$ cat src/ptd_pkg.sv
// Shared types and constants for the trial-division primality tester.
// No dependencies; imported by ptd_rem_unit, ptd_ctrl and the top level.
package ptd_pkg;

  localparam int NUMBER_WIDTH_DEF = 24;  // default width of the tested number
  localparam int IN_W             = 24;  // width of the in_number port
  localparam int FIRST_DIV        = 3;   // first odd trial divisor
  localparam int DIV_STEP         = 2;   // distance between odd divisors

  typedef enum logic [2:0] {
    ST_IDLE   = 3'b001,
    ST_CHECK  = 3'b010,
    ST_DIVIDE = 3'b100
  } state_t;

  // Status from the remainder unit back to the sequencer.
  typedef struct packed {
    logic done;  // one-cycle pulse: remainder is final
    logic zero;  // remainder is zero (valid with done)
  } rem_stat_t;

endpackage

$ cat src/ptd_rem_unit.sv
// Bit-serial restoring remainder unit: one shift-compare-subtract per cycle.
// Depends on ptd_pkg (rem_stat_t).
module ptd_rem_unit #(
  parameter int NUMBER_WIDTH = ptd_pkg::NUMBER_WIDTH_DEF
) (
  input  logic                    clk,
  input  logic                    rst_n,
  input  logic                    go,
  input  logic [NUMBER_WIDTH-1:0] dividend,
  input  logic [NUMBER_WIDTH-1:0] divisor,
  output ptd_pkg::rem_stat_t      stat
);
  import ptd_pkg::*;

  localparam int W  = NUMBER_WIDTH;
  localparam int CW = $clog2(W + 1);

  logic [W-1:0]  rem_r, rem_nxt;
  logic [W-1:0]  dvd_r, dvd_nxt;
  logic [CW-1:0] cnt_r, cnt_nxt;
  logic          done_r, done_nxt;
  logic [W:0]    trial;

  // Bring down the next dividend bit next to the partial remainder.
  assign trial = {rem_r, dvd_r[W-1]};

  always_comb begin
    rem_nxt  = rem_r;
    dvd_nxt  = dvd_r;
    cnt_nxt  = cnt_r;
    done_nxt = 1'b0;
    if (go) begin
      rem_nxt = '0;
      dvd_nxt = dividend;
      cnt_nxt = CW'(W);
    end else if (cnt_r != '0) begin
      if (trial >= {1'b0, divisor}) begin
        rem_nxt = W'(trial - {1'b0, divisor});
      end else begin
        rem_nxt = W'(trial);
      end
      dvd_nxt  = {dvd_r[W-2:0], 1'b0};
      cnt_nxt  = cnt_r - CW'(1);
      done_nxt = (cnt_r == CW'(1));
    end
  end

  always_ff @(posedge clk) begin
    if (!rst_n) begin
      cnt_r  <= '0;
      done_r <= 1'b0;
    end else begin
      cnt_r  <= cnt_nxt;
      done_r <= done_nxt;
    end
  end

  always_ff @(posedge clk) begin
    rem_r <= rem_nxt;
    dvd_r <= dvd_nxt;
  end

  assign stat.done = done_r;
  assign stat.zero = (rem_r == '0);

endmodule

$ cat src/ptd_ctrl.sv
// Sequencer: special cases, odd divisor and its square, result register.
// Depends on ptd_pkg (state_t, rem_stat_t, divisor constants).
module ptd_ctrl #(
  parameter int NUMBER_WIDTH = ptd_pkg::NUMBER_WIDTH_DEF
) (
  input  logic                    clk,
  input  logic                    rst_n,
  input  logic                    start,
  input  logic [NUMBER_WIDTH-1:0] number,
  output logic                    busy,
  output logic                    out_valid,
  output logic                    out_is_prime,
  output logic                    rem_go,
  output logic [NUMBER_WIDTH-1:0] rem_dividend,
  output logic [NUMBER_WIDTH-1:0] rem_divisor,
  input  ptd_pkg::rem_stat_t      rem_stat
);
  import ptd_pkg::*;

  localparam int W    = NUMBER_WIDTH;
  localparam int SQ_W = W + 1;
  localparam int SQ0  = FIRST_DIV * FIRST_DIV;

  state_t          state_r, state_nxt;
  logic [W-1:0]    n_r, n_nxt;
  logic [W-1:0]    d_r, d_nxt;
  logic [SQ_W-1:0] sq_r, sq_nxt;
  logic            valid_r, valid_nxt;
  logic            prime_r, prime_nxt;
  logic            go;

  always_comb begin
    state_nxt = state_r;
    n_nxt     = n_r;
    d_nxt     = d_r;
    sq_nxt    = sq_r;
    valid_nxt = 1'b0;
    prime_nxt = prime_r;
    go        = 1'b0;
    case (state_r)
      ST_IDLE: begin
        if (start) begin
          if (number[W-1:1] == '0) begin
            // zero and one
            valid_nxt = 1'b1;
            prime_nxt = 1'b0;
          end else if (number == W'(DIV_STEP)) begin
            valid_nxt = 1'b1;
            prime_nxt = 1'b1;
          end else if (!number[0]) begin
            valid_nxt = 1'b1;
            prime_nxt = 1'b0;
          end else begin
            n_nxt     = number;
            d_nxt     = W'(FIRST_DIV);
            sq_nxt    = SQ_W'(SQ0);
            state_nxt = ST_CHECK;
          end
        end
      end
      ST_CHECK: begin
        if (sq_r > {1'b0, n_r}) begin
          // no divisor up to the square root: prime
          valid_nxt = 1'b1;
          prime_nxt = 1'b1;
          state_nxt = ST_IDLE;
        end else begin
          go        = 1'b1;
          state_nxt = ST_DIVIDE;
        end
      end
      ST_DIVIDE: begin
        if (rem_stat.done) begin
          if (rem_stat.zero) begin
            valid_nxt = 1'b1;
            prime_nxt = 1'b0;
            state_nxt = ST_IDLE;
          end else begin
            // advance to the next odd divisor: (d+2)^2 = d^2 + 4d + 4
            d_nxt     = d_r + W'(DIV_STEP);
            sq_nxt    = sq_r + SQ_W'({d_r, 2'b00}) + SQ_W'(2 * DIV_STEP);
            state_nxt = ST_CHECK;
          end
        end
      end
      default: begin
        state_nxt = ST_IDLE;
      end
    endcase
  end

  always_ff @(posedge clk) begin
    if (!rst_n) begin
      state_r <= ST_IDLE;
      valid_r <= 1'b0;
    end else begin
      state_r <= state_nxt;
      valid_r <= valid_nxt;
    end
  end

  always_ff @(posedge clk) begin
    n_r     <= n_nxt;
    d_r     <= d_nxt;
    sq_r    <= sq_nxt;
    prime_r <= prime_nxt;
  end

  assign busy         = (state_r != ST_IDLE);
  assign out_valid    = valid_r;
  assign out_is_prime = prime_r;
  assign rem_go       = go;
  assign rem_dividend = n_r;
  assign rem_divisor  = d_r;

endmodule

$ cat src/prime_test_trial_division.sv
// Trial-division primality tester.
//
// Usage: drive in_number and raise start while busy is low; the beat is
// taken at that clock edge. Exactly one result beat follows: out_valid is
// high for one cycle with out_is_prime (1 = prime). The receiver cannot
// stall; the result is taken in the cycle it is shown. busy stays high
// while a number is being worked on and start is ignored meanwhile.
//
// Only the low NUMBER_WIDTH bits of in_number are tested. Zero, one and
// even numbers, and two, are decided at once: the result shows in the
// cycle after the accepting edge. An odd number is divided by 3, 5, 7, ...
// while the divisor squared does not exceed it, stopping at the first
// zero remainder. Each divisor is tried by the bit-serial remainder unit
// (one bit per cycle) while the sequencer waits for its done pulse; the
// worst case is a prime near 2^24, with about 2047 divisors at width 24.
// Only one number is worked on at a time; no new start is taken before
// its result, and the next start is taken in the cycle the result
// shows. Reset (synchronous, rst_n low) returns to idle and drops any
// number in progress; no result appears for it.
module prime_test_trial_division #(
  parameter int NUMBER_WIDTH = ptd_pkg::NUMBER_WIDTH_DEF
) (
  input  logic                     clk,
  input  logic                     rst_n,
  input  logic                     start,
  output logic                     busy,
  input  logic [ptd_pkg::IN_W-1:0] in_number,
  output logic                     out_valid,
  output logic                     out_is_prime
);
  import ptd_pkg::*;

  logic [NUMBER_WIDTH-1:0] number;
  logic                    rem_go;
  logic [NUMBER_WIDTH-1:0] rem_dividend;
  logic [NUMBER_WIDTH-1:0] rem_divisor;
  rem_stat_t               rem_stat;

  // Fit the input field to the working width: drop or zero-fill high bits.
  generate
    if (NUMBER_WIDTH >= IN_W) begin : g_widen
      assign number = NUMBER_WIDTH'(in_number);
    end else begin : g_narrow
      assign number = in_number[NUMBER_WIDTH-1:0];
    end
  endgenerate

  ptd_ctrl #(
    .NUMBER_WIDTH(NUMBER_WIDTH)
  ) u_ctrl (
    .clk         (clk),
    .rst_n       (rst_n),
    .start       (start),
    .number      (number),
    .busy        (busy),
    .out_valid   (out_valid),
    .out_is_prime(out_is_prime),
    .rem_go      (rem_go),
    .rem_dividend(rem_dividend),
    .rem_divisor (rem_divisor),
    .rem_stat    (rem_stat)
  );

  ptd_rem_unit #(
    .NUMBER_WIDTH(NUMBER_WIDTH)
  ) u_rem (
    .clk     (clk),
    .rst_n   (rst_n),
    .go      (rem_go),
    .dividend(rem_dividend),
    .divisor (rem_divisor),
    .stat    (rem_stat)
  );

endmodule

$ cat config.mk
export PLATFORM = sky130hd
export DESIGN_NAME = prime_test_trial_division
export DESIGN_NICKNAME = d
export VERILOG_FILES = /design/src/ptd_pkg.sv /design/src/ptd_rem_unit.sv /design/src/ptd_ctrl.sv /design/src/prime_test_trial_division.sv
export SDC_FILE = /design/constraint.sdc
export NUM_CORES = 1
export LEC_CHECK = 0
export BUFFER_PORTS_ARGS = -buffer_cell sky130_fd_sc_hd__buf_2
export CAP_MARGIN = 20
export CORE_MARGIN = 5
export CORE_UTILIZATION = 40
export DETAILED_ROUTE_END_ITERATION = 10
export GPL_TIMING_DRIVEN = 0
export HOLD_SLACK_MARGIN = 0.12
export PLACE_DENSITY_LB_ADDON = 0.05
export SLEW_MARGIN = 15
export SYNTH_ARGS = -nofsm -noshare
export SYNTH_HDL_FRONTEND = slang
export SYNTH_HIERARCHICAL = 1
export SYNTH_SLANG_ARGS = --single-unit
$ cat constraint.sdc
create_clock -name clk -period 4.25 [get_ports clk]
set_input_delay 0 -clock clk [delete_from_list [all_inputs] [get_ports clk]]
set_output_delay 0 -clock clk [all_outputs]
set_load 0.05 [all_outputs]
After elaboration in Yosys (flattened, before gate mapping)
Index checks and enable logic that the tools add are counted.
{"block": "totals", "regBits": 131, "input_bits": 27, "output_inout_bits": 3, "word_cells": 95}
{"block": "op_classes", "add_sub_neg": 5, "order_cmp": 2, "n_eq_ne": 15, "n_mux": 45, "n_bitwise": 4, "n_reduce_logical": 12}
{"op": "$mux W24", "n": 9}
{"op": "$mux W25", "n": 6}
{"op": "$pmux W25 S2", "n": 1}
{"op": "$pmux W24 S2", "n": 1}
{"op": "$add A25 B25 Y25", "n": 1}
{"op": "$add A25 B3 Y25 const B", "n": 1}
{"op": "$ge A25 B24 Y1", "n": 1}
{"op": "$gt A25 B24 Y1", "n": 1}
{"op": "$add A24 B2 Y24 const B", "n": 1}
{"op": "$eq A24 B2 Y1 const B", "n": 1}
{"op": "$logic_not A24 Y1", "n": 1}
{"op": "$sub A24 B24 Y24", "n": 1}
{"op": "$logic_not A23 Y1", "n": 1}
{"op": "$mux W3", "n": 6}
{"op": "$mux W1", "n": 16}
{"op": "$ne A2 B2 Y1 const B", "n": 6}
{"op": "$mux W5", "n": 2}
{"op": "$reduce_and A5 Y1", "n": 2}
{"op": "$pmux W3 S3", "n": 1}
{"op": "$reduce_and A7 Y1", "n": 1}
{"op": "$pmux W1 S3", "n": 2}
{"op": "$reduce_and A6 Y1", "n": 1}
{"op": "$eq A5 B1 Y1 const B", "n": 1}
{"op": "$reduce_bool A5 Y1", "n": 1}
{"op": "13 further kinds", "n": 18}

Depth between registers and ports, before layout
{"block": "logic_depth", "ltp_word": 5, "ltp_mapped": 13, "ltp_nobuf": 13}

Hierarchy
Netlist, hierarchy kept.
{"mod": "ptd_ctrl", "instances": 1, "cells_each": 482, "area_per_inst_um2": 4914.7, "seq_area_each_um2": 2152.1}
{"mod": "ptd_rem_unit", "instances": 1, "cells_each": 410, "area_per_inst_um2": 3668.5, "seq_area_each_um2": 1321.3}

Worst setup path after synthesis
No wires, ideal clock.
{"block": "synth_timing", "path_kind": "register -> register", "start": "register u_ctrl.sq_r[20]", "end": "register u_rem.dvd_r[0] (enable)", "setup_time_ns": 0.379, "t_arrival_ns": 2.883, "required_ns": 3.871, "path_slack_ns": 0.989, "stages_incl_launch_ff": 11, "path_cell_list": "edfxtp_1 ha_1 a21oi_1 o21ai_0 a2111oi_0 o311ai_0 a21oi_1 clkbuf_1 clkbuf_1 nor2_1 inv_1"}
{"block": "synth_between", "elab_chain_cells": 4}
{"element": "start: declaration", "line_no": "ptd_ctrl.sv:27", "rtl": "logic [SQ_W-1:0] sq_r, sq_nxt;"}
{"element": "start signal: assignment", "line_no": "ptd_ctrl.sv:105", "rtl": "sq_r <= sq_nxt;"}
{"element": "$gt A25 B24 Y1", "line_no": "ptd_ctrl.sv:62", "rtl": "if (sq_r > {1'b0, n_r}) begin"}
{"element": "$mux W1", "line_no": "ptd_ctrl.sv:62"}
{"element": "$mux W1", "line_no": "ptd_ctrl.sv:40", "rtl": "case (state_r)"}
{"element": "via rem_go", "line_no": "prime_test_trial_division.sv:34", "rtl": "logic rem_go;"}
{"element": "$reduce_bool A2 Y1 (no source line)"}
{"element": "end signal: assignment", "line_no": "ptd_rem_unit.sv:60", "rtl": "dvd_r <= dvd_nxt;"}
{"element": "end: declaration", "line_no": "ptd_rem_unit.sv:19", "rtl": "logic [W-1:0] dvd_r, dvd_nxt;"}
The timed path passes the listed nets, and every way through them passes these cells.
A chain may end at the register's enable or synchronous reset.

Worst setup path in the final report
{"block": "layout_timing", "start": "register u_ctrl.n_r[15] (netlist: u_ctrl/rem_dividend[15])", "end": "register u_rem.dvd_r[19] (enable)"}
{"block": "layout_between", "elab_chain_cells": 4}
{"element": "start: declaration", "line_no": "ptd_ctrl.sv:25", "rtl": "logic [W-1:0] n_r, n_nxt;"}
{"element": "start signal: assignment", "line_no": "ptd_ctrl.sv:103", "rtl": "n_r <= n_nxt;"}
{"element": "$gt A25 B24 Y1", "line_no": "ptd_ctrl.sv:62"}
{"element": "$mux W1", "line_no": "ptd_ctrl.sv:62"}
{"element": "$mux W1", "line_no": "ptd_ctrl.sv:40"}
{"element": "via rem_go", "line_no": "prime_test_trial_division.sv:34"}
{"element": "$reduce_bool A2 Y1 (no source line)"}
The timed path passes the listed nets, and every way through them passes these cells.

==> flow_summary_export.csv <==
group,metric,value,unit
layout,diodes,0,
timing,fin_ws,0.232,ns
setup_path,critPathBufInv,5,
setup_path,worst-path-max-fanout,12,
floorplanning,dieHeight,156,µm
layout,nets,1092,
flow_run,drv_cap,0,
layout,drive_gt1_share,11.6,%
setup_path,cp-start-kind,"register",
grt,antenna_found_initial,0,
timing,rsz0062_at_grt,"false",
synth,synth_ff_type,"edfxtp_1",
timing,clock.fmax,0.249,GHz
worst_hold_path,min_from,"in_number[19]",
floorplanning,core,0.0211,mm²
synth,yosysTopAreaCellShare,32.5,%
drt,ant_nets,0,
clock_tree,h-tree-depth,4,
pwr,leakagePower,4.09,nW
synth,ys_top_cells_by_area,"edfxtp_1 (33%), ha_1 (13%), dfxtp_1 (7.9%)",
setup_path,path_cells,"inv_1 > ha_1 > and4_1 > nor4bb_2 > o21ai_0 > o311ai_0 > a21oi_1 > clkbuf_1 > clkbuf_2 > nor2_4 > clkinvlp_4 > buf_12",
run_status,status,"finished clean",
grt,grt_overflow,0,
floorplanning,die_w,156,µm
timing,tns,0,ns
setup_path,crit_slowest_cell,"nor4bb_2",
synth,yosysSeqAreaShare,40.5,%
grt,grt_pass1_wl,35600,µm
place,io_buffers,29,
clock_tree,insertion_delay,0.42,ns
synth,synth_edf_count,93,
timing,slew_headroom,35.5,%
synth,yosys.area.top_type,"edfxtp_1",
drt,detail_route.wl_per_cell,18.2,µm
setup_path,cpPeakStageDelay,0.46,ns
synth,syn_area,0.00858,mm²
timing,finalSetupViolations,0,
setup_path,startpoint,"u_ctrl/rem_dividend[15]",
timing,period_minus_slack,4.02,ns
grt,grt_pass1_vias,6591,
clock_tree,cts_buffers,17,
clock_tree,cts_max_path_buffers,2,
place,dp_slack,-0.601,ns
pwr,irDropWorstVdd,0.000282,V
floorplanning,rows,53,
synth,avgSynthCellArea,9.62,µm²
floorplanning,initial_core_util,40.7,%
synth,async_reset_ff_share,0,%
place,hpwl,17400,µm
pwr,power_density,587,mW/mm²
drt,wirelength,23000,µm
setup_path,critPathTopFamily,"buffers and inverters",
setup_path,critical_path_arrival,4.19,ns
timing,hold_slack,0.311,ns
clock_tree,cts.sinks,127,
setup_path,crit_type,"register to register",
worst_hold_path,holdCritPathClass,"input pin to register",
floorplanning,ios,30,
timing,hold_viol,0,
setup_path,cp_data_required_time,4.42,ns
timing,worstMarginPinSlew,0.955,ns
timing,drv_slew,0,
clock_tree,root_buffer,"clkbuf_16",
clock_tree,cts_tree,"built",
place,gp_congestion,0.854,
synth,synth_cell_types,67,
synth,yosysWarningCount,6,
floorplanning,dieArea,0.0245,mm²
setup_path,endpoint_kind,"register",
synth,netlist_instances,892,
timing,worst_clock_skew,0.0107,ns
synth,ys_seq_elements,127,
clock_tree,cts.clk_slew.worst_paths,0.07,ns
setup_path,r2r-start,"u_ctrl/rem_dividend[15]",
drt,num_vias,6890,
drt,drt_iter0_markers,392,
grt,grt_max_degree,29,
grt,track_usage,18.8,%
layout,n_fill_cell,2093,
timing,min_period_over_period,94.5,%
layout,area_delta_synth_final,16.7,%
drt,viasPerCell,5.46,
drt,drtPass1Iterations,5,
drt,drc,0,
==> cell usage in the layout, fill, tap and decap left out, drive strengths merged, types with 22 or more instances in the layout <==
master       synthesis  layout
buf                 12      45
a21oi               62      62
mux2                23      23
nand2               72      72
clkbuf              14      31
edfxtp              93      93
dfxtp               34      34
xor2                26      26
nand3               27      27
inv                 68      77
nor2                74      74
o21ai               45      45
dlygate4sd3          0      28
xnor2               26      26
ha                  89      89
a211oi              22      22
==> what timing repair did <==
action | 4_1_cts | 5_1_grt
hold buffers | 28 | 0
setup endpoints to repair | 24 | 12
setup buffers | 1 | 2
gates cloned | 1 | 0
gates resized for setup | 6 | 0
hold endpoints to repair | 35 | 0
==> path summary, 6_finish.rpt <==
kind | cells past startpoint | endpoint | slack (ns)
setup reg to reg | 12 | u_rem/dvd_r[19] | 0.23
setup / recovery | 12 | u_rem/dvd_r[19] | 0.23
hold reg to reg | 2 | u_rem/rem_r[17] | 0.50
hold / removal | 2 | u_ctrl/rem_dividend[19] | 0.31
==> area by class of cell <==
type                            instances  area, µm²  area share (%)
Multi-Input combinational cell        672       4750            47.4
Tap cell                              275        344            3.44
Clock inverter                         15        141            1.41
Timing Repair Buffer                   61        488            4.87
Sequential cell                       127       3470            34.7
Timing Repair inverter                  1       7.51          0.0750
Inverter                               68        259            2.59
Clock buffer                           17        425            4.25
Buffer                                 26        128            1.27
==> cell families after synthesis <==
logic type	share of synthesized area (%)
and+or+nand+nor	16.5
muxes	3.83
DFF	40.5
buffers and inverters	4.45
other	0.0437
AOI/OAI and AO/OA	16.0
xor gates and xnor gates	5.31
adders and majority gates	13.4
==> sequential cells by signal, indices dropped and copies added (netlist names) <==
signal,flops
u_rem/cnt_r,5
u_ctrl/state_r,3
u_ctrl/out_valid,1
u_rem/rem_r,24
u_ctrl/sq_r,22
u_ctrl/out_is_prime,1
u_ctrl/rem_divisor,23
u_ctrl/rem_dividend,23
u_rem/dvd_r,24
u_rem/done_r,1
==> stage by stage <==
stage / total power [mW] / utilization, % / std cells / area [µm²]
after floorplan: 3.75 / - / 893 / 8590
after global placement: 4.37 / 43.0 / 1197 / 9080
after detailed placement: 4.37 / 43.2 / 1198 / 9100
after CTS: 5.90 / 47.4 / 1260 / 10000
after global routing: 6.28 / 47.5 / 1262 / 10000
final: 5.88 / 47.5 / 1262 / 10000
==> power by group <==
group	switching (mW)	leakage (nW)	internal (mW)
Clock	0.636	0.279	0.776
Sequential	0.239	1.17	1.71
Combinational	1.43	2.64	1.08
Total	2.31	4.09	3.57
==> cell usage after synthesis (4+ instances only) <==
| library cell | count |
|---|---|
| a211oi_1 | 22 |
| a21o_1 | 17 |
| a21oi_1 | 62 |
| a31oi_1 | 9 |
| and2_1 | 11 |
| and3_1 | 10 |
| and4_1 | 4 |
| buf_1 | 5 |
| clkbuf_1 | 14 |
| dfxtp_1 | 34 |
| edfxtp_1 | 93 |
| ha_1 | 89 |
| inv_1 | 68 |
| mux2_2 | 23 |
| mux2i_1 | 7 |
| nand2_1 | 72 |
| nand2b_1 | 7 |
| nand3_1 | 27 |
| nand4_1 | 14 |
| nor2_1 | 74 |
| nor2b_1 | 6 |
| nor3_1 | 15 |
| nor4_1 | 13 |
| o211ai_1 | 10 |
| o21a_1 | 4 |
| o21ai_0 | 42 |
| o21bai_1 | 8 |
| o31a_1 | 4 |
| or2_2 | 5 |
| or3_1 | 10 |
| xnor2_1 | 26 |
| xor2_1 | 26 |
==> per-layer routing <==
| metal | track usage [%] | share of wire [%] | wire, µm | vias up |
|---|---|---|---|---|
| met4 | 6.07 | 2.0 | 471 | 0 |
| li1 | - | - | - | 3470 |
| met2 | 30.4 | 47 | 10700 | 124 |
| met1 | 25.6 | 48 | 11000 | 3267 |
| met5 | 0 | 0 | 0 | - |
| met3 | 3.24 | 3.3 | 755 | 29 |
Power figures use the tool's default switching activity.
